==> src/rtl/i2cm_pkg.sv <==
// Package for the I2C master bit engine: command codes, phase codes,
// register indexes, reset values and the item type carried by the queue.
// Used by the interfaces and every module of the block.
`timescale 1ns / 1ps

package i2cm_pkg;

   // Command field of an input item.
   typedef enum logic [2:0] {
      CMD_NONE  = 3'd0,
      CMD_START = 3'd1,
      CMD_STOP  = 3'd2,
      CMD_WRITE = 3'd3,
      CMD_READ  = 3'd4,
      CMD_ACK   = 3'd5,
      CMD_NACK  = 3'd6
   } cmd_code_type;

   // Configuration register indexes.
   typedef enum logic [0:0] {
      CSR_PHASE_TICKS = 1'b0,
      CSR_ACK_TIMEOUT = 1'b1
   } csr_addr_type;

   localparam int TICK_W  = 8;
   localparam int POLL_W  = 16;
   localparam int BYTE_W  = 8;
   localparam int BIT_W   = 4;
   localparam int CSR_W   = 16;
   localparam int Q_DEPTH = 2;
   localparam int Q_PTR_W = 1;
   localparam int Q_CNT_W = 2;

   localparam logic [TICK_W-1:0] PHASE_TICKS_RST = 8'd5;
   localparam logic [POLL_W-1:0] ACK_TIMEOUT_RST = 16'd100;

   // Bus phases, one-hot.
   typedef enum logic [22:0] {
      PH_IDLE = 23'h000001,
      PH_S0   = 23'h000002,
      PH_S1   = 23'h000004,
      PH_S2   = 23'h000008,
      PH_P0   = 23'h000010,
      PH_P1   = 23'h000020,
      PH_P2   = 23'h000040,
      PH_W0   = 23'h000080,
      PH_W1   = 23'h000100,
      PH_W2   = 23'h000200,
      PH_A0   = 23'h000400,
      PH_A1   = 23'h000800,
      PH_A2   = 23'h001000,
      PH_A3   = 23'h002000,
      PH_R0   = 23'h004000,
      PH_R1   = 23'h008000,
      PH_K0   = 23'h010000,
      PH_K1   = 23'h020000,
      PH_K2   = 23'h040000,
      PH_K3   = 23'h080000,
      PH_N0   = 23'h100000,
      PH_N1   = 23'h200000,
      PH_N2   = 23'h400000
   } phase_type;

   // A classified tick as it waits between the front and the back.
   typedef struct packed {
      cmd_code_type       kind;
      logic [BYTE_W-1:0]  wr_data;
      logic               sda_in;
   } item_type;

endpackage

==> src/rtl/i2cm_if.sv <==
// Channel interfaces of the I2C master bit engine: tick items in,
// results out, and the configuration write channel. Uses i2cm_pkg.
`timescale 1ns / 1ps

interface i2cm_req_if import i2cm_pkg::*; ();
   logic              valid;
   logic              ready;
   logic [2:0]        cmd;
   logic [BYTE_W-1:0] wr_data;
   logic              sda_in;

   modport source (output valid, cmd, wr_data, sda_in, input ready);
   modport sink   (input valid, cmd, wr_data, sda_in, output ready);
endinterface

interface i2cm_rsp_if import i2cm_pkg::*; ();
   logic              valid;
   logic              ready;
   logic              scl;
   logic              sda_out;
   logic              ready_res;
   logic              done_res;
   logic [BYTE_W-1:0] rd_data;
   logic              ack_error;

   modport source (output valid, scl, sda_out, ready_res, done_res, rd_data, ack_error,
                   input ready);
   modport sink   (input valid, scl, sda_out, ready_res, done_res, rd_data, ack_error,
                   output ready);
endinterface

interface i2cm_csr_if import i2cm_pkg::*; ();
   logic             valid;
   logic             ready;
   logic [0:0]       addr;
   logic [CSR_W-1:0] data;

   modport source (output valid, addr, data, input ready);
   modport sink   (input valid, addr, data, output ready);
endinterface

==> src/rtl/i2cm_front.sv <==
// Front of the I2C master bit engine: takes tick items and classifies the
// command field before the item enters the queue. Uses i2cm_pkg, i2cm_if.
`timescale 1ns / 1ps

module i2cm_front import i2cm_pkg::*; (
   i2cm_req_if.sink   req_ch,
   output logic       push_valid,
   output item_type   push_item,
   input  logic       push_ready
);

   cmd_code_type kind;

   // Codes with no meaning are carried as an empty tick.
   always_comb begin
      unique case (req_ch.cmd)
         3'd1:    kind = CMD_START;
         3'd2:    kind = CMD_STOP;
         3'd3:    kind = CMD_WRITE;
         3'd4:    kind = CMD_READ;
         3'd5:    kind = CMD_ACK;
         3'd6:    kind = CMD_NACK;
         default: kind = CMD_NONE;
      endcase
   end

   // The queue decides whether an item can be taken.
   assign push_valid        = req_ch.valid;
   assign push_item.kind    = kind;
   assign push_item.wr_data = req_ch.wr_data;
   assign push_item.sda_in  = req_ch.sda_in;
   assign req_ch.ready      = push_ready;

endmodule

==> src/rtl/i2cm_fifo.sv <==
// Short queue between the front and the back of the I2C master bit engine.
// Two entries, push and pop in the same cycle. Uses i2cm_pkg.
`timescale 1ns / 1ps

module i2cm_fifo import i2cm_pkg::*; (
   input  logic      clock,
   input  logic      reset,
   input  logic      push_valid,
   input  item_type  push_item,
   output logic      push_ready,
   output logic      pop_valid,
   output item_type  pop_item,
   input  logic      pop_ready
);

   item_type             mem_ff [Q_DEPTH];
   logic [Q_PTR_W-1:0]   wr_ptr_ff, wr_ptr_in;
   logic [Q_PTR_W-1:0]   rd_ptr_ff, rd_ptr_in;
   logic [Q_CNT_W-1:0]   count_ff, count_in;
   logic                 push, pop;

   assign push_ready = (count_ff != Q_CNT_W'(Q_DEPTH));
   assign pop_valid  = (count_ff != '0);
   assign pop_item   = mem_ff[rd_ptr_ff];
   assign push       = push_valid && push_ready;
   assign pop        = pop_valid && pop_ready;

   // Pointer and fill count update.
   always_comb begin
      wr_ptr_in = push ? wr_ptr_ff + 1'b1 : wr_ptr_ff;
      rd_ptr_in = pop  ? rd_ptr_ff + 1'b1 : rd_ptr_ff;
      count_in  = count_ff + Q_CNT_W'(push) - Q_CNT_W'(pop);
   end

   always_ff @(posedge clock) begin
      if (reset) begin
         wr_ptr_ff <= '0;
         rd_ptr_ff <= '0;
         count_ff  <= '0;
      end else begin
         wr_ptr_ff <= wr_ptr_in;
         rd_ptr_ff <= rd_ptr_in;
         count_ff  <= count_in;
      end
   end

   // Entry storage.
   always_ff @(posedge clock) begin
      if (push) begin
         mem_ff[wr_ptr_ff] <= push_item;
      end
   end

endmodule

==> src/rtl/i2cm_back.sv <==
// Back of the I2C master bit engine: phase sequencer, bit counter, shift
// register, ack poll counter, configuration registers and the result
// register. Uses i2cm_pkg and i2cm_if.
`timescale 1ns / 1ps

module i2cm_back import i2cm_pkg::*; (
   input  logic        clock,
   input  logic        reset,
   input  logic        pop_valid,
   input  item_type    pop_item,
   output logic        pop_ready,
   i2cm_csr_if.sink    csr_ch,
   i2cm_rsp_if.source  rsp_ch
);

   logic [TICK_W-1:0] phase_ticks_ff, phase_ticks_in;
   logic [POLL_W-1:0] ack_timeout_ff, ack_timeout_in;

   phase_type         state_ff, state_in;
   logic [BIT_W-1:0]  bit_cnt_ff, bit_cnt_in;
   logic [BYTE_W-1:0] shift_ff, shift_in;
   logic [TICK_W-1:0] tick_ff, tick_in;
   logic [POLL_W-1:0] poll_ff, poll_in;
   logic              scl_ff, scl_in;
   logic              sda_ff, sda_in;
   logic [BYTE_W-1:0] rd_byte_ff, rd_byte_in;
   logic              err_ff, err_in;

   logic              out_valid_ff, out_valid_in;
   logic              out_ready_res_ff, out_done_ff;

   logic              step;
   logic              done;
   logic              enter_en;
   phase_type         enter_ph;
   logic              finish_en;
   logic              sda_release;
   logic [TICK_W-1:0] hold;
   logic [TICK_W-1:0] tick_inc;
   logic [BIT_W-1:0]  bit_inc;
   logic [1:0]        levels;

   // Line levels set on entry to a phase; msb is the next bit to send.
   function automatic logic [1:0] enter_levels(phase_type ph, logic scl, logic sda,
                                               logic msb);
      logic s;
      logic d;
      s = scl;
      d = sda;
      unique case (ph)
         PH_S0:   begin s = 1'b1; d = 1'b1; end
         PH_S1:   d = 1'b0;
         PH_S2:   s = 1'b0;
         PH_P0:   begin s = 1'b0; d = 1'b0; end
         PH_P1:   s = 1'b1;
         PH_P2:   d = 1'b1;
         PH_W0:   begin s = 1'b0; d = msb; end
         PH_W1:   s = 1'b1;
         PH_W2:   s = 1'b0;
         PH_A0:   d = 1'b1;
         PH_A1:   s = 1'b1;
         PH_A3:   s = 1'b0;
         PH_R0:   begin s = 1'b1; d = 1'b1; end
         PH_R1:   s = 1'b0;
         PH_K0:   begin s = 1'b0; d = 1'b1; end
         PH_K1:   d = 1'b0;
         PH_K2:   s = 1'b1;
         PH_K3:   s = 1'b0;
         PH_N0:   begin s = 1'b0; d = 1'b1; end
         PH_N1:   s = 1'b1;
         PH_N2:   s = 1'b0;
         default: ;
      endcase
      return {s, d};
   endfunction

   // Configuration writes are always taken.
   assign csr_ch.ready = 1'b1;

   always_comb begin
      phase_ticks_in = phase_ticks_ff;
      ack_timeout_in = ack_timeout_ff;
      if (csr_ch.valid) begin
         unique case (csr_ch.addr)
            CSR_PHASE_TICKS: phase_ticks_in = csr_ch.data[TICK_W-1:0];
            CSR_ACK_TIMEOUT: ack_timeout_in = csr_ch.data[POLL_W-1:0];
            default: ;
         endcase
      end
   end

   // One queued tick is executed whenever the result register is free.
   assign pop_ready = !out_valid_ff || rsp_ch.ready;
   assign step      = pop_valid && pop_ready;
   assign hold      = (phase_ticks_ff == '0) ? TICK_W'(1) : phase_ticks_ff;
   assign tick_inc  = tick_ff + 1'b1;
   assign bit_inc   = bit_cnt_ff + 1'b1;

   // Sequencer step for one tick.
   always_comb begin
      state_in    = state_ff;
      bit_cnt_in  = bit_cnt_ff;
      shift_in    = shift_ff;
      tick_in     = tick_ff;
      poll_in     = poll_ff;
      rd_byte_in  = rd_byte_ff;
      err_in      = err_ff;
      enter_en    = 1'b0;
      enter_ph    = state_ff;
      finish_en   = 1'b0;
      sda_release = 1'b0;
      done        = 1'b0;

      if (step) begin
         if (state_ff == PH_IDLE) begin
            // New command: set up and enter its first phase.
            unique case (pop_item.kind)
               CMD_START: begin enter_en = 1'b1; enter_ph = PH_S0; end
               CMD_STOP:  begin enter_en = 1'b1; enter_ph = PH_P0; end
               CMD_WRITE: begin
                  shift_in   = pop_item.wr_data;
                  bit_cnt_in = '0;
                  err_in     = 1'b0;
                  enter_en   = 1'b1;
                  enter_ph   = PH_W0;
               end
               CMD_READ: begin
                  shift_in   = '0;
                  bit_cnt_in = '0;
                  enter_en   = 1'b1;
                  enter_ph   = PH_R0;
               end
               CMD_ACK:   begin enter_en = 1'b1; enter_ph = PH_K0; end
               CMD_NACK:  begin enter_en = 1'b1; enter_ph = PH_N0; end
               default: ;
            endcase
         end else if (state_ff == PH_A2) begin
            // Ack poll, one sample per tick.
            if (!pop_item.sda_in) begin
               err_in   = 1'b0;
               enter_en = 1'b1;
               enter_ph = PH_A3;
            end else if (poll_ff >= ack_timeout_ff) begin
               err_in   = 1'b1;
               enter_en = 1'b1;
               enter_ph = PH_P0;
            end else begin
               poll_in = poll_ff + 1'b1;
            end
         end else if (tick_inc >= hold) begin
            // End of a timed phase.
            tick_in = '0;
            unique case (state_ff)
               PH_S0: begin enter_en = 1'b1; enter_ph = PH_S1; end
               PH_S1: begin enter_en = 1'b1; enter_ph = PH_S2; end
               PH_P0: begin enter_en = 1'b1; enter_ph = PH_P1; end
               PH_P1: begin enter_en = 1'b1; enter_ph = PH_P2; end
               PH_W0: begin enter_en = 1'b1; enter_ph = PH_W1; end
               PH_W1: begin enter_en = 1'b1; enter_ph = PH_W2; end
               PH_W2: begin
                  shift_in   = {shift_ff[BYTE_W-2:0], 1'b0};
                  bit_cnt_in = bit_inc;
                  enter_en   = 1'b1;
                  enter_ph   = bit_inc[BIT_W-1] ? PH_A0 : PH_W0;
               end
               PH_A0: begin enter_en = 1'b1; enter_ph = PH_A1; end
               PH_A1: begin enter_en = 1'b1; enter_ph = PH_A2; end
               PH_R0: begin
                  shift_in = {shift_ff[BYTE_W-2:0], pop_item.sda_in};
                  enter_en = 1'b1;
                  enter_ph = PH_R1;
               end
               PH_R1: begin
                  bit_cnt_in = bit_inc;
                  if (bit_inc[BIT_W-1]) begin
                     rd_byte_in = shift_ff;
                     finish_en  = 1'b1;
                  end else begin
                     enter_en = 1'b1;
                     enter_ph = PH_R0;
                  end
               end
               PH_K0: begin enter_en = 1'b1; enter_ph = PH_K1; end
               PH_K1: begin enter_en = 1'b1; enter_ph = PH_K2; end
               PH_K2: begin enter_en = 1'b1; enter_ph = PH_K3; end
               PH_K3: begin sda_release = 1'b1; finish_en = 1'b1; end
               PH_N0: begin enter_en = 1'b1; enter_ph = PH_N1; end
               PH_N1: begin enter_en = 1'b1; enter_ph = PH_N2; end
               default: finish_en = 1'b1;
            endcase
         end else begin
            tick_in = tick_inc;
         end
      end

      // Phase entry and sequence completion.
      levels = {scl_ff, sda_ff};
      if (enter_en) begin
         state_in = enter_ph;
         tick_in  = '0;
         levels   = enter_levels(enter_ph, scl_ff, sda_ff, shift_in[BYTE_W-1]);
         if (enter_ph == PH_A1) begin
            poll_in = '0;
         end
      end
      if (finish_en) begin
         state_in = PH_IDLE;
         tick_in  = '0;
         done     = 1'b1;
      end
      scl_in = levels[1];
      sda_in = levels[0] | sda_release;
   end

   // Result register: holds while the receiver stalls.
   assign out_valid_in = step ? 1'b1 : (rsp_ch.ready ? 1'b0 : out_valid_ff);

   always_ff @(posedge clock) begin
      if (reset) begin
         phase_ticks_ff <= PHASE_TICKS_RST;
         ack_timeout_ff <= ACK_TIMEOUT_RST;
         state_ff       <= PH_IDLE;
         bit_cnt_ff     <= '0;
         shift_ff       <= '0;
         tick_ff        <= '0;
         poll_ff        <= '0;
         scl_ff         <= 1'b1;
         sda_ff         <= 1'b1;
         rd_byte_ff     <= '0;
         err_ff         <= 1'b0;
         out_valid_ff   <= 1'b0;
      end else begin
         phase_ticks_ff <= phase_ticks_in;
         ack_timeout_ff <= ack_timeout_in;
         state_ff       <= state_in;
         bit_cnt_ff     <= bit_cnt_in;
         shift_ff       <= shift_in;
         tick_ff        <= tick_in;
         poll_ff        <= poll_in;
         scl_ff         <= scl_in;
         sda_ff         <= sda_in;
         rd_byte_ff     <= rd_byte_in;
         err_ff         <= err_in;
         out_valid_ff   <= out_valid_in;
      end
   end

   // Per-result flags, loaded with each executed tick.
   always_ff @(posedge clock) begin
      if (step) begin
         out_ready_res_ff <= (state_in == PH_IDLE);
         out_done_ff      <= done;
      end
   end

   // The line levels, read byte and error flag are the engine state itself.
   assign rsp_ch.valid     = out_valid_ff;
   assign rsp_ch.scl       = scl_ff;
   assign rsp_ch.sda_out   = sda_ff;
   assign rsp_ch.ready_res = out_ready_res_ff;
   assign rsp_ch.done_res  = out_done_ff;
   assign rsp_ch.rd_data   = rd_byte_ff;
   assign rsp_ch.ack_error = err_ff;

endmodule

==> src/rtl/i2c_master_bit_engine.sv <==
// I2C master bit engine, one bus tick per item.
//
// Channels: req_ch carries one tick (command, byte to write, sampled SDA),
// rsp_ch returns one result per tick (SCL, SDA drive, idle, done, read byte,
// ack error), csr_ch writes phase_ticks (index 0) and ack_timeout (index 1).
// The user must write configuration only while the engine is idle and the
// queue empty; the block itself does not enforce this.
//
// An accepted tick is written into the two-entry queue; the sequencer step
// that executes it loads the result register. One item is taken and one
// result given every cycle while rsp_ch.ready stays high; the sequencer
// executes a whole tick at once, so the queue drains as fast as it fills.
//
// Reset (synchronous, active high) clears the queue and the result register,
// returns the sequencer to idle with both lines released and restores the
// register defaults (5 ticks per phase, 100 ack polls).
// While rsp_ch.ready is low the result holds, the sequencer waits and up to
// two further ticks are queued before req_ch.ready falls.
// Depends on i2cm_pkg, i2cm_if, i2cm_front, i2cm_fifo and i2cm_back.
`timescale 1ns / 1ps

module i2c_master_bit_engine import i2cm_pkg::*; (
   input  logic        clock,
   input  logic        reset,
   i2cm_req_if.sink    req_ch,
   i2cm_rsp_if.source  rsp_ch,
   i2cm_csr_if.sink    csr_ch
);

   logic     push_valid;
   logic     push_ready;
   item_type push_item;
   logic     pop_valid;
   logic     pop_ready;
   item_type pop_item;

   // Command classification.
   i2cm_front u_front (
      .req_ch     (req_ch),
      .push_valid (push_valid),
      .push_item  (push_item),
      .push_ready (push_ready)
   );

   // Queue between front and back.
   i2cm_fifo u_fifo (
      .clock      (clock),
      .reset      (reset),
      .push_valid (push_valid),
      .push_item  (push_item),
      .push_ready (push_ready),
      .pop_valid  (pop_valid),
      .pop_item   (pop_item),
      .pop_ready  (pop_ready)
   );

   // Phase sequencer and result register.
   i2cm_back u_back (
      .clock     (clock),
      .reset     (reset),
      .pop_valid (pop_valid),
      .pop_item  (pop_item),
      .pop_ready (pop_ready),
      .csr_ch    (csr_ch),
      .rsp_ch    (rsp_ch)
   );

   // A completed sequence always leaves the engine idle.
   a_done_idle: assert property (@(posedge clock) disable iff (reset)
      rsp_ch.valid && rsp_ch.done_res |-> rsp_ch.ready_res)
      else $error("done without idle");

   // An accepted tick is queued for the back at the next edge.
   a_push_queued: assert property (@(posedge clock) disable iff (reset)
      req_ch.valid && req_ch.ready |=> pop_valid)
      else $error("accepted tick not queued");

   // An executed tick always produces a result.
   a_step_result: assert property (@(posedge clock) disable iff (reset)
      pop_valid && pop_ready |=> rsp_ch.valid)
      else $error("executed tick gave no result");

   // Reset leaves no result pending.
   a_reset_empty: assert property (@(posedge clock)
      reset |=> !rsp_ch.valid && !pop_valid)
      else $error("result or queue entry survived reset");

endmodule

==> src/flat_wrapper.sv <==
// flat-port wrapper written by rule: the top's interface ports become plain ports
module i2c_master_bit_engine_flat import i2cm_pkg::*;
  (clock, reset, req_ch_valid, req_ch_cmd, req_ch_wr_data, req_ch_sda_in, req_ch_ready, rsp_ch_valid, rsp_ch_scl, rsp_ch_sda_out, rsp_ch_ready_res, rsp_ch_done_res, rsp_ch_rd_data, rsp_ch_ack_error, rsp_ch_ready, csr_ch_valid, csr_ch_addr, csr_ch_data, csr_ch_ready);
  i2cm_req_if req_ch_i ();
  i2cm_rsp_if rsp_ch_i ();
  i2cm_csr_if csr_ch_i ();
  input  logic clock;
  input  logic reset;
  input wire logic [$bits(req_ch_i.valid)-1:0] req_ch_valid;
  input wire logic [$bits(req_ch_i.cmd)-1:0] req_ch_cmd;
  input wire logic [$bits(req_ch_i.wr_data)-1:0] req_ch_wr_data;
  input wire logic [$bits(req_ch_i.sda_in)-1:0] req_ch_sda_in;
  output wire logic [$bits(req_ch_i.ready)-1:0] req_ch_ready;
  output wire logic [$bits(rsp_ch_i.valid)-1:0] rsp_ch_valid;
  output wire logic [$bits(rsp_ch_i.scl)-1:0] rsp_ch_scl;
  output wire logic [$bits(rsp_ch_i.sda_out)-1:0] rsp_ch_sda_out;
  output wire logic [$bits(rsp_ch_i.ready_res)-1:0] rsp_ch_ready_res;
  output wire logic [$bits(rsp_ch_i.done_res)-1:0] rsp_ch_done_res;
  output wire logic [$bits(rsp_ch_i.rd_data)-1:0] rsp_ch_rd_data;
  output wire logic [$bits(rsp_ch_i.ack_error)-1:0] rsp_ch_ack_error;
  input wire logic [$bits(rsp_ch_i.ready)-1:0] rsp_ch_ready;
  input wire logic [$bits(csr_ch_i.valid)-1:0] csr_ch_valid;
  input wire logic [$bits(csr_ch_i.addr)-1:0] csr_ch_addr;
  input wire logic [$bits(csr_ch_i.data)-1:0] csr_ch_data;
  output wire logic [$bits(csr_ch_i.ready)-1:0] csr_ch_ready;
  assign req_ch_i.valid = req_ch_valid;
  assign req_ch_i.cmd = req_ch_cmd;
  assign req_ch_i.wr_data = req_ch_wr_data;
  assign req_ch_i.sda_in = req_ch_sda_in;
  assign req_ch_ready = req_ch_i.ready;
  assign rsp_ch_valid = rsp_ch_i.valid;
  assign rsp_ch_scl = rsp_ch_i.scl;
  assign rsp_ch_sda_out = rsp_ch_i.sda_out;
  assign rsp_ch_ready_res = rsp_ch_i.ready_res;
  assign rsp_ch_done_res = rsp_ch_i.done_res;
  assign rsp_ch_rd_data = rsp_ch_i.rd_data;
  assign rsp_ch_ack_error = rsp_ch_i.ack_error;
  assign rsp_ch_i.ready = rsp_ch_ready;
  assign csr_ch_i.valid = csr_ch_valid;
  assign csr_ch_i.addr = csr_ch_addr;
  assign csr_ch_i.data = csr_ch_data;
  assign csr_ch_ready = csr_ch_i.ready;
  i2c_master_bit_engine u_core (.clock(clock), .reset(reset), .req_ch(req_ch_i), .rsp_ch(rsp_ch_i), .csr_ch(csr_ch_i));
endmodule
==> config.mk <==
export PLATFORM = sky130hd
export DESIGN_NAME = i2c_master_bit_engine_flat
export DESIGN_NICKNAME = d
export VERILOG_FILES = /design/src/rtl/i2cm_pkg.sv /design/src/rtl/i2cm_if.sv /design/src/rtl/i2cm_front.sv /design/src/rtl/i2cm_fifo.sv /design/src/rtl/i2cm_back.sv /design/src/rtl/i2c_master_bit_engine.sv /design/src/flat_wrapper.sv
export SDC_FILE = /design/constraint.sdc
export NUM_CORES = 1
export LEC_CHECK = 0
export BUFFER_PORTS_ARGS = -buffer_cell sky130_fd_sc_hd__buf_2
export CAP_MARGIN = 15
export CORE_ASPECT_RATIO = 0.7
export CORE_UTILIZATION = 54
export CTS_BUF_LIST = sky130_fd_sc_hd__clkbuf_16
export DETAILED_ROUTE_END_ITERATION = 6
export HOLD_SLACK_MARGIN = 0.06
export PLACE_DENSITY_LB_ADDON = 0.15
export SYNTH_ARGS = -nofsm -noshare
export SYNTH_HDL_FRONTEND = slang
export SYNTH_HIERARCHICAL = 1
export SYNTH_SLANG_ARGS = --single-unit
==> constraint.sdc <==
create_clock -name clock -period 7.3 [get_ports clock]
set_input_delay 1.46 -clock clock [delete_from_list [all_inputs] [get_ports clock]]
set_output_delay 1.46 -clock clock [all_outputs]
set_load 0.03 [all_outputs]
Word-level counts from Yosys, hierarchy flattened
Memories as Yosys holds them, arrays and structs flattened. A register that Yosys moved wholly into a read port is not among the register bits.
Index checks and enable logic that the tools add are counted.
{ "op_classes": {"reduce_logical": 29, "add_sub_neg": 7, "order_cmp": 2, "muxes": 68, "n_eq_ne": 59, "bitwise_logic": 4} }
{ "ops": {"columns": ["op", "n"], "rows": [
  ["case mux 23 bit (16 select lines)", 1],
  ["two-way mux 23 bit", 9],
  ["case mux 23 bit (6 select lines)", 1],
  ["two-way mux 16 bit", 7],
  ["two-way mux 8 bit", 6],
  ["equality test 23 x 1 -> 1 bit, second input constant", 2],
  ["equality test 23 x 10 -> 1 bit, second input constant", 2],
  ["equality test 23 x 11 -> 1 bit, second input constant", 2],
  ["equality test 23 x 12 -> 1 bit, second input constant", 2],
  ["equality test 23 x 15 -> 1 bit, second input constant", 2],
  ["equality test 23 x 16 -> 1 bit, second input constant", 2],
  ["equality test 23 x 17 -> 1 bit, second input constant", 2],
  ["equality test 23 x 18 -> 1 bit, second input constant", 2],
  ["equality test 23 x 19 -> 1 bit, second input constant", 2],
  ["equality test 23 x 2 -> 1 bit, second input constant", 2],
  ["equality test 23 x 20 -> 1 bit, second input constant", 2],
  ["equality test 23 x 21 -> 1 bit, second input constant", 2],
  ["equality test 23 x 22 -> 1 bit, second input constant", 2],
  ["equality test 23 x 3 -> 1 bit, second input constant", 2],
  ["equality test 23 x 5 -> 1 bit, second input constant", 2],
  ["equality test 23 x 6 -> 1 bit, second input constant", 2],
  ["equality test 23 x 8 -> 1 bit, second input constant", 2],
  ["equality test 23 x 9 -> 1 bit, second input constant", 2],
  ["case mux 8 bit (2 select lines)", 2],
  ["44 further kinds", 107]
]} }
{ "totals": {"ff_bits": 101, "n_memories": 1, "in_bits": 34, "mem_bits_rw": 24, "word_cells": 188} }
{ "memory_table": {"columns": ["name", "words", "width", "rd", "rd_ports_with_merged_regs", "wr", "line", "text"], "rows": [
  ["u_core.u_fifo.mem_ff", 2, 12, 1, 1, 1, "i2cm_fifo.sv:16", "item_type mem_ff [Q_DEPTH];"]
]} }

Longest topological paths before layout
Gate-level depths: netlist (run 1).
{ "depth": {"ltp_word": 12, "depth_mapped": 16, "ltp_nobuf": 15} }

Modules after synthesis
Netlist (run 1), hierarchy kept.
{ "modules_own_cells": {"columns": ["module", "area_each_um2", "seq_area_each_um2", "n_inst", "cells_per_inst"], "rows": [
  ["i2cm_back", 6238.5, 1961.9, 1, 807],
  ["i2cm_fifo", 1116.1, 820.8, 1, 62],
  ["i2cm_front", 105.1, 0.0, 1, 14]
]} }

Worst setup path after synthesis (run 1)
OpenSTA, ideal clock, no wires.
{ "synth_path": {"path_kind": "input to register", "start": "in rsp_ch_ready", "end": "reg u_core.u_back.sda_ff (netlist: u_core/u_back/rsp_ch.sda_out)", "t_required_ns": 7.179, "setup_ns": 0.121, "n_path_buf": 1, "path_stages": 12, "t_arrival_ns": 3.818, "path_slack_ns": 3.361, "cell_sequence": "nand2b_1 -> nand2_1 -> inv_1 -> clkbuf_1 -> a31oi_1 -> o21ai_1 -> a221oi_1 -> nand2b_1 -> or3_1 -> a311o_1 -> a31oi_1 -> o21ai_1"} }
{ "synth_via": {"elab_chain_cells": 8, "word_cells_on_any_way": 21, "cone_classes": "eq/ne (10); mux (6); bitwise (1); reduce/logical (4)"} }
{ "synth_rtl": {"columns": ["element", "line", "text"], "rows": [
  ["start, declared", "flat_wrapper.sv:21", "input wire logic [$bits(rsp_ch_i.ready)-1:0] rsp_ch_ready;"],
  ["logical OR 1 bit (*)", "i2cm_back.sv:93", "assign pop_ready = !out_valid_ff || rsp_ch.ready;"],
  ["logical AND 1 bit (*)", "i2cm_back.sv:94", "assign step = pop_valid && pop_ready;"],
  ["two-way mux 23 bit", "i2cm_back.sv:114", "if (step) begin"],
  ["equality test 23 x 21 -> 1 bit, or another cell as far along", "i2cm_back.sv:50", "unique case (ph)"],
  ["OR reduction 6 bit (no source line) or OR reduction 3 bit (tied branches)", null, null],
  ["case mux 1 bit (3 select lines)", "i2cm_back.sv:50", null],
  ["two-way mux 1 bit", "i2cm_back.sv:198", "if (enter_en) begin"],
  ["OR 1 bit (*)", "i2cm_back.sv:212", "sda_in = levels[0] | sda_release;"],
  ["end signal, assigned", "i2cm_back.sv:241", "sda_ff <= sda_in;"],
  ["end, declared", "i2cm_back.sv:25", "logic sda_ff, sda_in;"]
]} }
Every way passes the cells marked *; elsewhere a longest branch is shown, timed or not.
A chain may end at the register's enable or synchronous reset.

Worst setup path in the final report (run 1)
{ "layout_path": {"start": "reg u_core.u_back.tick_ff[0]", "end": "reg u_core.u_back.scl_ff (netlist: u_core/u_back/rsp_ch.scl)"} }
{ "layout_via": {"elab_chain_cells": 10, "word_cells_on_any_way": 32, "cone_classes": "add/sub (1); order compare (1); eq/ne (17); mux (9); reduce/logical (4)"} }
{ "layout_rtl": {"columns": ["element", "line", "text"], "rows": [
  ["start, declared", "i2cm_back.sv:22", "logic [TICK_W-1:0] tick_ff, tick_in;"],
  ["start signal, assigned", "i2cm_back.sv:238", "tick_ff <= tick_in;"],
  ["adder 8 x 1 -> 8 bit (*)", "i2cm_back.sv:96", "assign tick_inc = tick_ff + 1'b1;"],
  ["greater-or-equal comparator 8 bit (*)", "i2cm_back.sv:150", "end else if (tick_inc >= hold) begin"],
  ["two-way mux 23 bit", "i2cm_back.sv:150", null],
  ["two-way mux 23 bit", "i2cm_back.sv:137", "end else if (state_ff == PH_A2) begin"],
  ["two-way mux 23 bit", "i2cm_back.sv:115", "if (state_ff == PH_IDLE) begin"],
  ["two-way mux 23 bit", "i2cm_back.sv:114", null],
  ["equality test 23 x 21 -> 1 bit, or another cell as far along", "i2cm_back.sv:50", null],
  ["OR reduction 10 bit (no source line) or OR reduction 7 bit (tied branches)", null, null],
  ["nonzero test 2 bit (no source line)", null, null],
  ["AND reduction 2 bit (no source line)", null, null],
  ["end signal, assigned", "i2cm_back.sv:240", "scl_ff <= scl_in;"],
  ["end, declared", "i2cm_back.sv:24", "logic scl_ff, scl_in;"]
]} }
Marked as above.

==> summary.md, run 1 <==
| Metric | Value |
|---|---|
| Status | completed |
| Critical path required time | 7.64 ns |
| Slew Limit Fails | 0 |
| Gp weighted congestion | 1.06 |
| Reg2Reg Capture Point | u_core/u_back/rsp_ch.scl |
| Iteration-0 DRC Markers | 616 |
| DR pass1 iterations | 5 |
| Synth Area in Adders | 4.86% |
| CP arrival | 4.95 ns |
| Critical path type | reg2reg |
| Setup TNS | 0 ns |
| Slew @ Worst Pin | 1.18 ns |
| DR vias/cell | 6.21 |
| Design Power | 2640 µW |
| Tmin final | 4.61 ns |
| Post-Synth Simple-Gate Area | 28.8% |
| Hold buffers post-CTS | 0 |
| Layout cell share with drive strength beyond 1 | 14.6% |
| Final Skew | 0.0118 ns |
| Clock transition at path regs | 0.06 ns |
| Antenna-violating nets left | 0 |
| Max Cap Viol | 0 |
| Hold Crit Start | u_core/u_back/phase_ticks_ff[7] |
| Die area | 0.0143 mm² |
| Library cells used by synthesis | 87 |
| Worst VDD drop | 0.198 mV |
| # rows | 35 |
| Slack of the worst reg-to-reg path | 2.69 ns |
| Post-synth ARST share | 0% |
| Largest net degree at the start of global routing | 60 |
| Layout Area Growth over Synthesis | 11.4% |
| Worst r2r src | u_core/u_back/tick_ff[0] |
| HPWL after detailed placement | 16,300 µm |
| Drc violations | 0 |
| Worst hold path endpoint | u_core/u_back/phase_ticks_ff[7] |
| TritonCTS Buffers | 17 |
| Main combinational cell family by area after synthesis | simple AND/OR/NAND/NOR gates |
| # diodes | 0 |
| Hold slack | 0.455 ns |
| Register area | 0.00278 mm² |
| Pleak | 0.00333 µW |
| Most frequent cell after synthesis | nand2_1 |
| Pwr Density | 317 mW/mm² |
| Max Buffers Root-to-Sink | 2 |
| Max transition margin | 20.5% |
| Post-CTS Resized | 0 |
| Grt total ovfl | 0 |
| Htree depth | 4 |
| Worst-skew pair later-pin latency | 0.41 ns |
| Cell taking the most area after synthesis | dfxtp_1 |
| Core area | 0.0133 mm² |
| CTS tree | yes |
| Vias in the first global route | 6,210 |
| Max frequency | 0.217 GHz |
| Top cell type's share of synthesized area | 26.8% |
| Post-synthesis mux area share | 2.55% |
| Post-CTS Setup Inserts | 0 |
| Initial antenna violation count | 0 |
| Fin area | 0.00831 mm² |
| Via count | 6,814 |
| Port-buffer cells | 48 |
| Final worst-path cycle share | 63.2% |
| Clock Sinks | 126 |
| Synthesized flop and latch total | 126 |
| Ports | 50 |
| Post-synth EDFFs | 26 |
| Startpoint types | register |
| Root buffer cell | clkbuf_16 |
| Hold Vio Cnt, Final | 0 |
| Mapped Area | 0.00746 mm² |
| Top cells by count, synth | 117 x nand2_1, 105 x nor2_1, 100 x dfxtp_1 |
| NumNets Final | 963 |
| Initial Util | 56.0% |
| Worst Path Max Fanout | 9 |
| Main area contributors after synthesis | dfxtp_1 27%, edfxtp_1 10%, nand2_1 5.9% |
| R2R cell count | 15 |
| Hold Path Depth | 2 |
| Mapped Cells | 883 |
| Min-delay worst type | reg2reg |
| Die height | 100 µm |
| # setup viols final | 0 |
| Avg Inst Size Synth | 8.45 µm² |
| Sequential area share after synthesis | 37.3% |
| RSZ-0062 raised after global routing | false |
| Filler cell count | 1,137 |
| Final WL | 21,900 µm |
| First-pass GRT wire length | 33,600 µm |
| Crit path capture type | register |
| XOR/XNOR share of the synthesized area | 4.81% |
| WL/cell | 19.9 µm |
| Primary FF master, synth | dfxtp_1 |
| DP Area | 0.00769 mm² |
| Synth Area in Compound Gates | 16.0% |
| Die W | 142 µm |
| Combined area of the multi-input logic cells | 0.00426 mm² |
| Total global-route track usage | 31.1% |
| Synth Warn # | 6 |
| Synthesized net count | 946 |
==> sequential cells by signal, summed over array words and instances, names as in the netlist, named ones only <==
register / cells
u_core/u_fifo/rd_ptr_ff: 1
u_core/u_back/rsp_ch.sda_out: 1
u_core/u_back/rsp_ch.scl: 1
u_core/u_back/bit_cnt_ff: 4
u_core/u_back/state_ff: 23
u_core/u_fifo/count_ff: 2
u_core/u_back/ack_timeout_ff: 16
u_core/u_fifo/mem_ff: 24
u_core/u_back/rsp_ch.ready_res: 1
u_core/u_back/shift_ff: 8
u_core/u_back/rsp_ch.done_res: 1
u_core/u_back/rsp_ch.ack_error: 1
u_core/u_back/rsp_ch.valid: 1
u_core/u_back/phase_ticks_ff: 8
u_core/u_back/tick_ff: 8
u_core/u_fifo/wr_ptr_ff: 1
u_core/u_back/rsp_ch.rd_data: 8
u_core/u_back/poll_ff: 16
==> kinds of logic (layout without fill, tap and decap cells) <==
logic type	after synthesis	after routing
and+or+nand+nor	409	409
other	1	1
muxes	17	17
AOI/OAI and AO/OA	169	169
xor gates and xnor gates	41	41
buffers and inverters	91	121
adders and majority gates	29	29
DFF	126	126
==> metrics by stage <==
step                      util [%]  instances  setup slack (ns)
final                         62.4       1098              2.69
after global routing          62.4       1098              2.34
after CTS                     62.4       1098              2.77
after detailed placement      57.7       1066              2.46
after global placement        57.7       1066              2.59
after floorplan                  -        883              3.36
==> worst max path at each step <==
stage                             start                            to  slack (ns)  depth (start not counted)
2_1_floorplan              rsp_ch_ready  u_core/u_back/rsp_ch.sda_out        3.36                         12
3_3_place_gp               rsp_ch_ready  u_core/u_back/rsp_ch.sda_out        2.59                         12
3_5_place_dp               rsp_ch_ready  u_core/u_back/rsp_ch.sda_out        2.46                         12
4_1_cts        u_core/u_back/tick_ff[0]  u_core/u_back/rsp_ch.sda_out        2.77                         15
5_1_grt        u_core/u_back/tick_ff[0]  u_core/u_back/rsp_ch.sda_out        2.34                         15
6_report       u_core/u_back/tick_ff[0]      u_core/u_back/rsp_ch.scl        2.69                         15
==> per-layer routing <==
layer / global-route usage [%] / vias up / part of all wire (%)
met5: 2.11 / - / 0.11
met4: 10.1 / 2 / 1.5
met3: 8.73 / 31 / 9.6
met2: 44.6 / 331 / 42
met1: 44.5 / 3243 / 47
li1: - / 3207 / -
==> critical path, stage by stage (launching register included) <==
cell and delay (ns):
dfxtp_1 0.42, nand3_1 0.16, nor2_1 0.25, nand3_1 0.14
xnor2_1 0.22, ha_1 0.31, o2111a_1 0.16, a221oi_2 0.72
nor2_1 0.33, a22o_1 0.31, a2111oi_4 0.27, nand4bb_2 0.22
or3b_1 0.45, nor4_2 0.25, nor4_1 0.10, a211oi_2 0.23
==> power by group <==
group / switching, µW / total, µW / internal [µW]
Sequential: 73.0 / 864 / 791
Clock: 349 / 899 / 550
Combinational: 572 / 875 / 303
==> area by class of cell <==
cell class | instances | share of cell area (%)
multi-input cells | 666 | 51.3
repair buffers | 53 | 3.34
clock inverters | 15 | 2.36
flip-flops and latches | 126 | 33.5
inverters | 36 | 1.63
well taps | 185 | 2.79
clock buffers | 17 | 5.12
==> placed cells by master (no fill, tap or decap), types with 8 or more instances in the layout <==
| cell type | Yosys | layout |
|---|---|---|
| nor2b_1 | 9 | 9 |
| inv_1 | 36 | 36 |
| ha_1 | 29 | 29 |
| nand2_1 | 117 | 117 |
| nand3_1 | 20 | 20 |
| a21oi_1 | 56 | 56 |
| dfxtp_1 | 100 | 100 |
| mux2_2 | 12 | 12 |
| clkbuf_16 | 0 | 17 |
| buf_2 | 6 | 48 |
| nand2b_1 | 10 | 10 |
| a211oi_1 | 11 | 11 |
| nand4_1 | 24 | 24 |
| o21ai_0 | 12 | 12 |
| a22oi_1 | 10 | 10 |
| xnor2_1 | 17 | 17 |
| nor2_1 | 105 | 105 |
| nor4_1 | 21 | 21 |
| and3_1 | 12 | 12 |
| or4_1 | 8 | 8 |
| nor3_1 | 27 | 27 |
| a31oi_1 | 8 | 8 |
| edfxtp_1 | 26 | 26 |
| xor2_1 | 24 | 24 |
Note: power is estimated with default switching activity, not from simulation.
==> inputs of run 2 (changes only) <==
Settings changed: ABC_AREA set to 1.
Clock period 7.3 ns to 3.87 ns, I/O delays scaled along.
==> run 2 against run 1 <==
Net effect: power grew 140%; register-to-register slack lost 2.4 ns; worst hold slack lost 0.012 ns; cell area grew 9.8%; sequential power grew 91%; critical path type unchanged; critical endpoint unchanged; highest routed layer is now met4.
==> summary.md, run 2 <==
| Metric | Value |
|---|---|
| DR vias/cell | 5.40 (-13%) |
| Total global-route track usage | 28.9% (-2.2 points) |
| Iteration-0 DRC Markers | 648 (+5.2%) |
| Avg Inst Size Synth | 7.04 µm² (-17%) |
| Commonest non-fill, non-tap cell in the layout | nand2_1 |
| Worst-skew pair later-pin latency | 0.42 ns (about the same) |
| HPWL after detailed placement | 16,400 µm (+0.65%) |
| Worst hold path endpoint | u_core/u_back/rsp_ch.rd_data[4] |
| Final worst-path cycle share | 92.4% (+29 points) |
| R2R cell count | 23 (+8) |
| Clock transition at path regs | 0.06 ns (about the same) |
| Max Cap Viol | 0 (unchanged) |
| Library cells used by synthesis | 54 (-38%) |
| Pwr Density | 681 mW/mm² (+110%) |
| Initial Util | 55.3% (-0.75 points) |
| First-pass GRT wire length | 34,900 µm (+4.1%) |
| Post-synth EDFFs | 26 (unchanged) |
| Clock Sinks | 126 (unchanged) |
| Largest net degree at the start of global routing | 31 (-48%) |
| Reg2Reg Capture Point | u_core/u_back/rsp_ch.scl |
| Worst Path Max Fanout | 8 (-1) |
| Max frequency | 0.280 GHz (+29%) |
| Final Skew | 0.0111 ns (-0.000716 ns) |
| Root buffer cell | clkbuf_16 |
| Mapped Cells | 1,152 (+30%) |
| DP Area | 0.00845 mm² (+10%) |
| Top cells by count, synth | 218 x nand2_1, 164 x inv_1, 154 x nor2_1 |
| Max transition margin | 28.4% (+8.0 points) |
| Die area | 0.0155 mm² (+8.6%) |
| Post-synth ARST share | 0% (unchanged) |
| # diodes | 0 (unchanged) |
| Cell taking the most area after synthesis | dfxtp_1 |
| Primary FF master, synth | dfxtp_1 |
| Commonest non-fill, non-tap cells in the layout | 218 x nand2_1, 165 x inv_1, 153 x nor2_1 |
| Layout cell share with drive strength beyond 1 | 16.0% (+1.5 points) |
| Grt total ovfl | 0 (unchanged) |
| Final WL | 21,800 µm (-0.36%) |
| Pleak | 0.00422 µW (+27%) |
| Hold slack | 0.443 ns (-0.0116 ns) |
| Tmin final | 3.58 ns (-1.04 ns) |
| Hold Vio Cnt, Final | 0 (unchanged) |
| Mapped Area | 0.00811 mm² (+8.8%) |
| Dpl ws | 0.0502 ns (-2.41 ns) |
| Critical path type | reg2reg |
| DR pass1 iterations | 5 (unchanged) |
| RSZ-0062 raised after global routing | true |
| Core area | 0.0147 mm² (+10%) |
| Max Buffers Root-to-Sink | 2 (unchanged) |
| Top cell type's share of synthesized area | 24.7% (-2.2 points) |
| Die height | 105 µm (+4.2%) |
| Synth Warn # | 6 (unchanged) |
| Worst r2r src | u_core/u_back/tick_ff[0] |
| Slew Limit Fails | 0 (unchanged) |
| Slew @ Worst Pin | 1.07 ns (-0.114 ns) |
| Hold Crit Start | u_core/u_back/rsp_ch.rd_data[4] |
| Sequential area share after synthesis | 34.3% (-3.0 points) |
| Fin area | 0.00913 mm² (+9.8%) |
| WL/cell | 15.5 µm (-22%) |
| Via count | 7,595 (+11%) |
| # rows | 37 (+5.7%) |
| Drc violations | 0 (unchanged) |
| Ports | 50 (unchanged) |
| CP arrival | 3.88 ns (-1.07 ns) |
| Layout Area Growth over Synthesis | 12.5% |
| Startpoint types | register |
| # setup viols final | 0 (unchanged) |
| Vias in the first global route | 7,070 (+14%) |
| Hold Path Depth | 2 (unchanged) |
| Gp weighted congestion | 0.932 (-12%) |
| CTS tree | yes |
| Most frequent cell after synthesis | nand2_1 |
| NumNets Final | 1,261 (+31%) |
| Main area contributors after synthesis | dfxtp_1 25%, nand2_1 10%, edfxtp_1 9.6% |
| Status | completed |
| Worst setup path start | u_core/u_back/tick_ff[0] |
| Hold buffers post-CTS | 0 (unchanged) |
| Initial antenna violation count | 0 (unchanged) |
| Antenna-violating nets left | 0 (unchanged) |
| Slack of the worst reg-to-reg path | 0.29 ns (-2.39 ns) |
| Crit path capture type | register |
| Port-buffer cells | 48 (unchanged) |
| Critical path required time | 4.18 ns (-3.46 ns) |
| Worst setup margin | 0.295 ns (-2.39 ns) |
| Htree depth | 4 (unchanged) |
| Worst VDD drop | 0.387 mV (+95%) |
| Synthesized net count | 1,215 (+28%) |
| Synthesized flop and latch total | 126 (unchanged) |
| Die W | 149 µm (+4.2%) |
| Reg with most FFs | u_core/u_fifo/mem_ff |
| Min-delay worst type | reg2reg |
| TritonCTS Buffers | 17 (unchanged) |
| Regs by FF count | u_core/u_fifo/mem_ff: 24 flops, u_core/u_back/state_ff: 23 flops |
| Max reg flops | 24 (unchanged) |
==> run 2: cells by family after synthesis <==
| logic type | synth area share, % |
|---|---|
| xor+xnor | 1.62 |
| buf+inv | 11.1 |
| fa+ha+maj | 4.47 |
| other cells | 0.0462 |
| mux | 2.13 |
| simple gates | 34.3 |
| compound gates | 12.0 |
| flops | 34.3 |
==> run 2: power breakdown <==
group,switching [µW],internal [µW]
registers,118,1530
logic,2100,876
clock network,611,984
total,2820,3390
==> run 2: critical path, cell delays in order, from the launching register on <==
cell,delay (ns)
dfxtp_2,0.37
ha_1,0.19
nand3_1,0.11
nand3b_1,0.19
xor2_1,0.17
ha_1,0.30
nand2_1,0.06
nor2_1,0.13
a211oi_2,0.07
buf_4,0.14
nand3_2,0.15
clkinvlp_4,0.23
o21ai_1,0.18
nand2_1,0.06
nand2_1,0.05
nand2_1,0.13
nor2_4,0.18
nand2_1,0.11
nor4_1,0.29
o21ai_1,0.10
nand3_1,0.09
nand2_1,0.05
nand2_1,0.06
nand2_1,0.04
==> run 2: final cells by class <==
class                           count  area, µm²
Clock inverter                     14        141
Clock buffer                       18        450
Inverter                          177        673
Fill cell                        1396       5550
Multi-Input combinational cell    812       4470
Tap cell                          195        244
Timing Repair Buffer               64        364
Sequential cell                   126       2780
==> run 2: how the worst max path moves through the flow <==
stage / to / slack, ns / depth (start not counted)
after floorplan: u_core/u_back/rsp_ch.scl / 0.62 / 24
after global placement: u_core/u_back/rsp_ch.scl / 0.16 / 21
after detailed placement: u_core/u_back/rsp_ch.sda_out / 0.05 / 20
after CTS: u_core/u_back/rsp_ch.sda_out / 0.03 / 20
after global routing: u_core/u_back/rsp_ch.scl / -0.07 / 27
final: u_core/u_back/rsp_ch.scl / 0.29 / 23
==> run 2: layer usage <==
metal / GRT usage, % / share of wire (%) / vias up
met2: 42.4 / 41 / 261
met4: 9.13 / 1.8 / 0
li1: - / - / 3862
met1: 42.0 / 50 / 3440
met5: 0 / 0 / -
met3: 6.03 / 7.1 / 32
==> run 2: through the flow <==
| step | setup TNS, ns | std cells | total power (µW) | util, % |
|---|---|---|---|---|
| 6_report | 0 | 1406 | 6210 | 62.2 |
| 5_1_grt | -0.0945 | 1406 | 6600 | 62.2 |
| 4_1_cts | 0 | 1401 | 6040 | 61.6 |
| 3_5_place_dp | 0 | 1369 | 4430 | 57.6 |
| 3_3_place_gp | 0 | 1369 | 4430 | 57.6 |
| 2_1_floorplan | 0 | 1152 | 3820 | - |
==> run 2: what timing repair did <==
action	CTS	global route
endpoints found under the setup margin	0	5
gates resized for setup	0	11
setup buffers	0	4
==> inputs of run 3 (changes only) <==
Settings changed: CELL_PAD_IN_SITES_DETAIL_PLACEMENT set to 1, CELL_PAD_IN_SITES_GLOBAL_PLACEMENT set to 1, CORE_UTILIZATION 54 to 41, CTS_BUF_LIST sky130_fd_sc_hd__clkbuf_16 to not set.
==> run 3 against run 2 <==
Net effect: clock skew up 0.0021 ns; critical endpoint unchanged; cell count up 5.1%; cell area up 0.59%; worst hold slack worse by 0.0038 ns; highest routed layer unchanged; sequential share of layout area down 0.17 points; setup slack better by 0.034 ns; first-iteration DRC count down 14%; critical path type unchanged; routed wire length up 17%; global-route usage down 2.4 points; register-to-register slack better by 0.03 ns.
==> summary.md, run 3 (synthesis gave the netlist of run 2 again) <==
| Metric | Value |
|---|---|
| Crit path capture type | register |
| Port-buffer cells | 48 (unchanged) |
| First-pass GRT wire length | 41,500 µm (+19%) |
| WP buf/inv | 3 (+1) |
| Worst VDD drop | 0.356 mV (-8.0%) |
| Kind of cell adding the most delay to the critical path | simple AND/OR/NAND/NOR gates |
| TritonCTS Buffers | 17 (unchanged) |
| Regs by FF count | u_core/u_fifo/mem_ff: 24 flops, u_core/u_back/state_ff: 23 flops |
| Worst Path Max Fanout | 26 (+18) |
| Root buffer cell | clkbuf_16 |
| Max Cap Viol | 0 (unchanged) |
| Worst path most repeated cell | nand2_1 |
| Initial Util | 42.4% (-13 points) |
| Status | completed |
| Pleak | 0.00420 µW (-0.53%) |
| Worst-skew pair later-pin latency | 0.42 ns (about the same) |
| DR pass1 iterations | 5 (unchanged) |
| Grt total ovfl | 0 (unchanged) |
| Clock transition at path regs | 0.06 ns (about the same) |
| Worst setup margin | 0.329 ns (+0.0337 ns) |
| Tmin final | 3.54 ns (-0.0337 ns) |
| Final worst-path cycle share | 91.5% (-0.87 points) |
| Max reg flops | 24 (unchanged) |
| Worst setup path start | u_core/u_back/tick_ff[0] |
| Slew @ Worst Pin | 1.12 ns (+0.0491 ns) |
| Slew Limit Fails | 0 (unchanged) |
| Final Skew | 0.0132 ns (+0.00214 ns) |
| Pwr Density | 674 mW/mm² (-0.97%) |
| CTS tree | yes |
| Slowest CP cell | dfxtp_2 |
| # setup viols final | 0 (unchanged) |
| HPWL after detailed placement | 19,600 µm (+19%) |
| Commonest non-fill, non-tap cells in the layout | 218 x nand2_1, 164 x inv_1, 154 x nor2_1 |
| Layout Cells excl Fill | 1,478 (+5.1%) |
| WL/cell | 17.2 µm (+11%) |
| Worst r2r src | u_core/u_back/tick_ff[0] |
| Die W | 170 µm (+15%) |
| # rows | 42 (+14%) |
| Initial antenna violation count | 0 (unchanged) |
| Drc violations | 0 (unchanged) |
| Hold Vio Cnt, Final | 0 (unchanged) |
| Htree depth | 4 (unchanged) |
| Layout Area Growth over Synthesis | 13.2% |
| Largest net degree at the start of global routing | 46 (+48%) |
| Post-placement cell count | 1,443 (+5.4%) |
| Filler cell count | 2,523 (+81%) |
| Iteration-0 DRC Markers | 560 (-14%) |
| NumNets Final | 1,264 (+0.24%) |
| Ports | 50 (unchanged) |
| Max Buffers Root-to-Sink | 2 (unchanged) |
| Clock Sinks | 126 (unchanged) |
| DR vias/cell | 5.29 (-2.0%) |
| Critical path type | reg2reg |
| Hold Crit Start | u_core/u_back/rsp_ch.rd_data[0] |
| Die area | 0.0204 mm² (+31%) |
| Final WL | 25,400 µm (+17%) |
| Core area | 0.0191 mm² (+30%) |
| Reg with most FFs | u_core/u_fifo/mem_ff |
| # diodes | 0 (unchanged) |
| Min-delay worst type | reg2reg |
| Antenna-violating nets left | 0 (unchanged) |
| Max transition margin | 25.2% (-3.3 points) |
| Total global-route track usage | 26.5% (-2.4 points) |
| CP arrival | 3.90 ns (+0.02 ns) |
| Max frequency | 0.282 GHz (+0.95%) |
| Critical path required time | 4.23 ns (+0.05 ns) |
| Dpl ws | 0.0263 ns (-0.0238 ns) |
| Vias in the first global route | 7,991 (+13%) |
| Gp weighted congestion | 0.847 (-9.1%) |
| Layout cell share with drive strength beyond 1 | 16.2% (+0.21 points) |
| Critical Path Max Stage Delay | 0.36 ns (about the same) |
| Commonest non-fill, non-tap cell in the layout | nand2_1 |
| Die height | 120 µm (+14%) |
| Via count | 7,823 (+3.0%) |
| Startpoint types | register |
| RSZ-0062 raised after global routing | true |
[run 3: metal layers]
layer | vias to the layer above | track usage (%) | share of wire, %
li1 | 3860 | - | -
met1 | 3804 | 37.6 | 51
met2 | 141 | 41.3 | 43
met3 | 18 | 4.85 | 4.4
met4 | 0 | 6.42 | 1.0
met5 | - | 0 | 0
[run 3: worst paths after layout]
path	to	slack (ns)	depth (start not counted)
setup / recovery	u_core/u_back/rsp_ch.scl	0.33	26
hold / removal	u_core/u_back/rsp_ch.rd_data[0]	0.44	2
setup reg to reg	u_core/u_back/rsp_ch.scl	0.33	26
hold reg to reg	u_core/u_back/rsp_ch.rd_data[0]	0.44	2
[run 3: final cells by class]
class / instances / area (µm²) / share of cell area [%]
clock buffers: 19 / 433 / 4.72
clock inverters: 13 / 88.8 / 0.968
inverters: 177 / 673 / 7.33
multi-input cells: 811 / 4470 / 48.7
flip-flops and latches: 126 / 2790 / 30.3
well taps: 264 / 330 / 3.60
repair buffers: 68 / 403 / 4.39
[run 3: report_power, final]
part / total [µW] / switching (µW) / internal (µW)
registers: 1650 / 123 / 1530
logic: 3090 / 2190 / 893
clock network: 1450 / 632 / 820
total: 6190 / 2950 / 3240
[run 3: repair_timing]
item | CTS | global route
resized for setup | 1 | 9
pin swaps | 0 | 3
hold buffers | 0 | 0
endpoints found under the setup margin | 1 | 3
buffers inserted | 0 | 3
[run 3: tightest hold or removal path, cell delays in order (launching register included)]
cell     delay (ns)
dfxtp_1        0.30
inv_1          0.04
a21oi_1        0.05
[run 3: per-stage QoR]
step           instance area (µm²)  power (µW)  TNS, ns  util [%]  hold WS, ns
5_1_grt                       9180        6620  -0.0354      48.0        0.469
4_1_cts                       9120        6140        0      47.7        0.443
3_5_place_dp                  8590        4660        0      44.9        0.433
3_3_place_gp                  8590        4600        0      44.9        0.433
2_1_floorplan                 8110        3820        0         -        0.431
6_report                      9180        6190        0      48.0        0.439
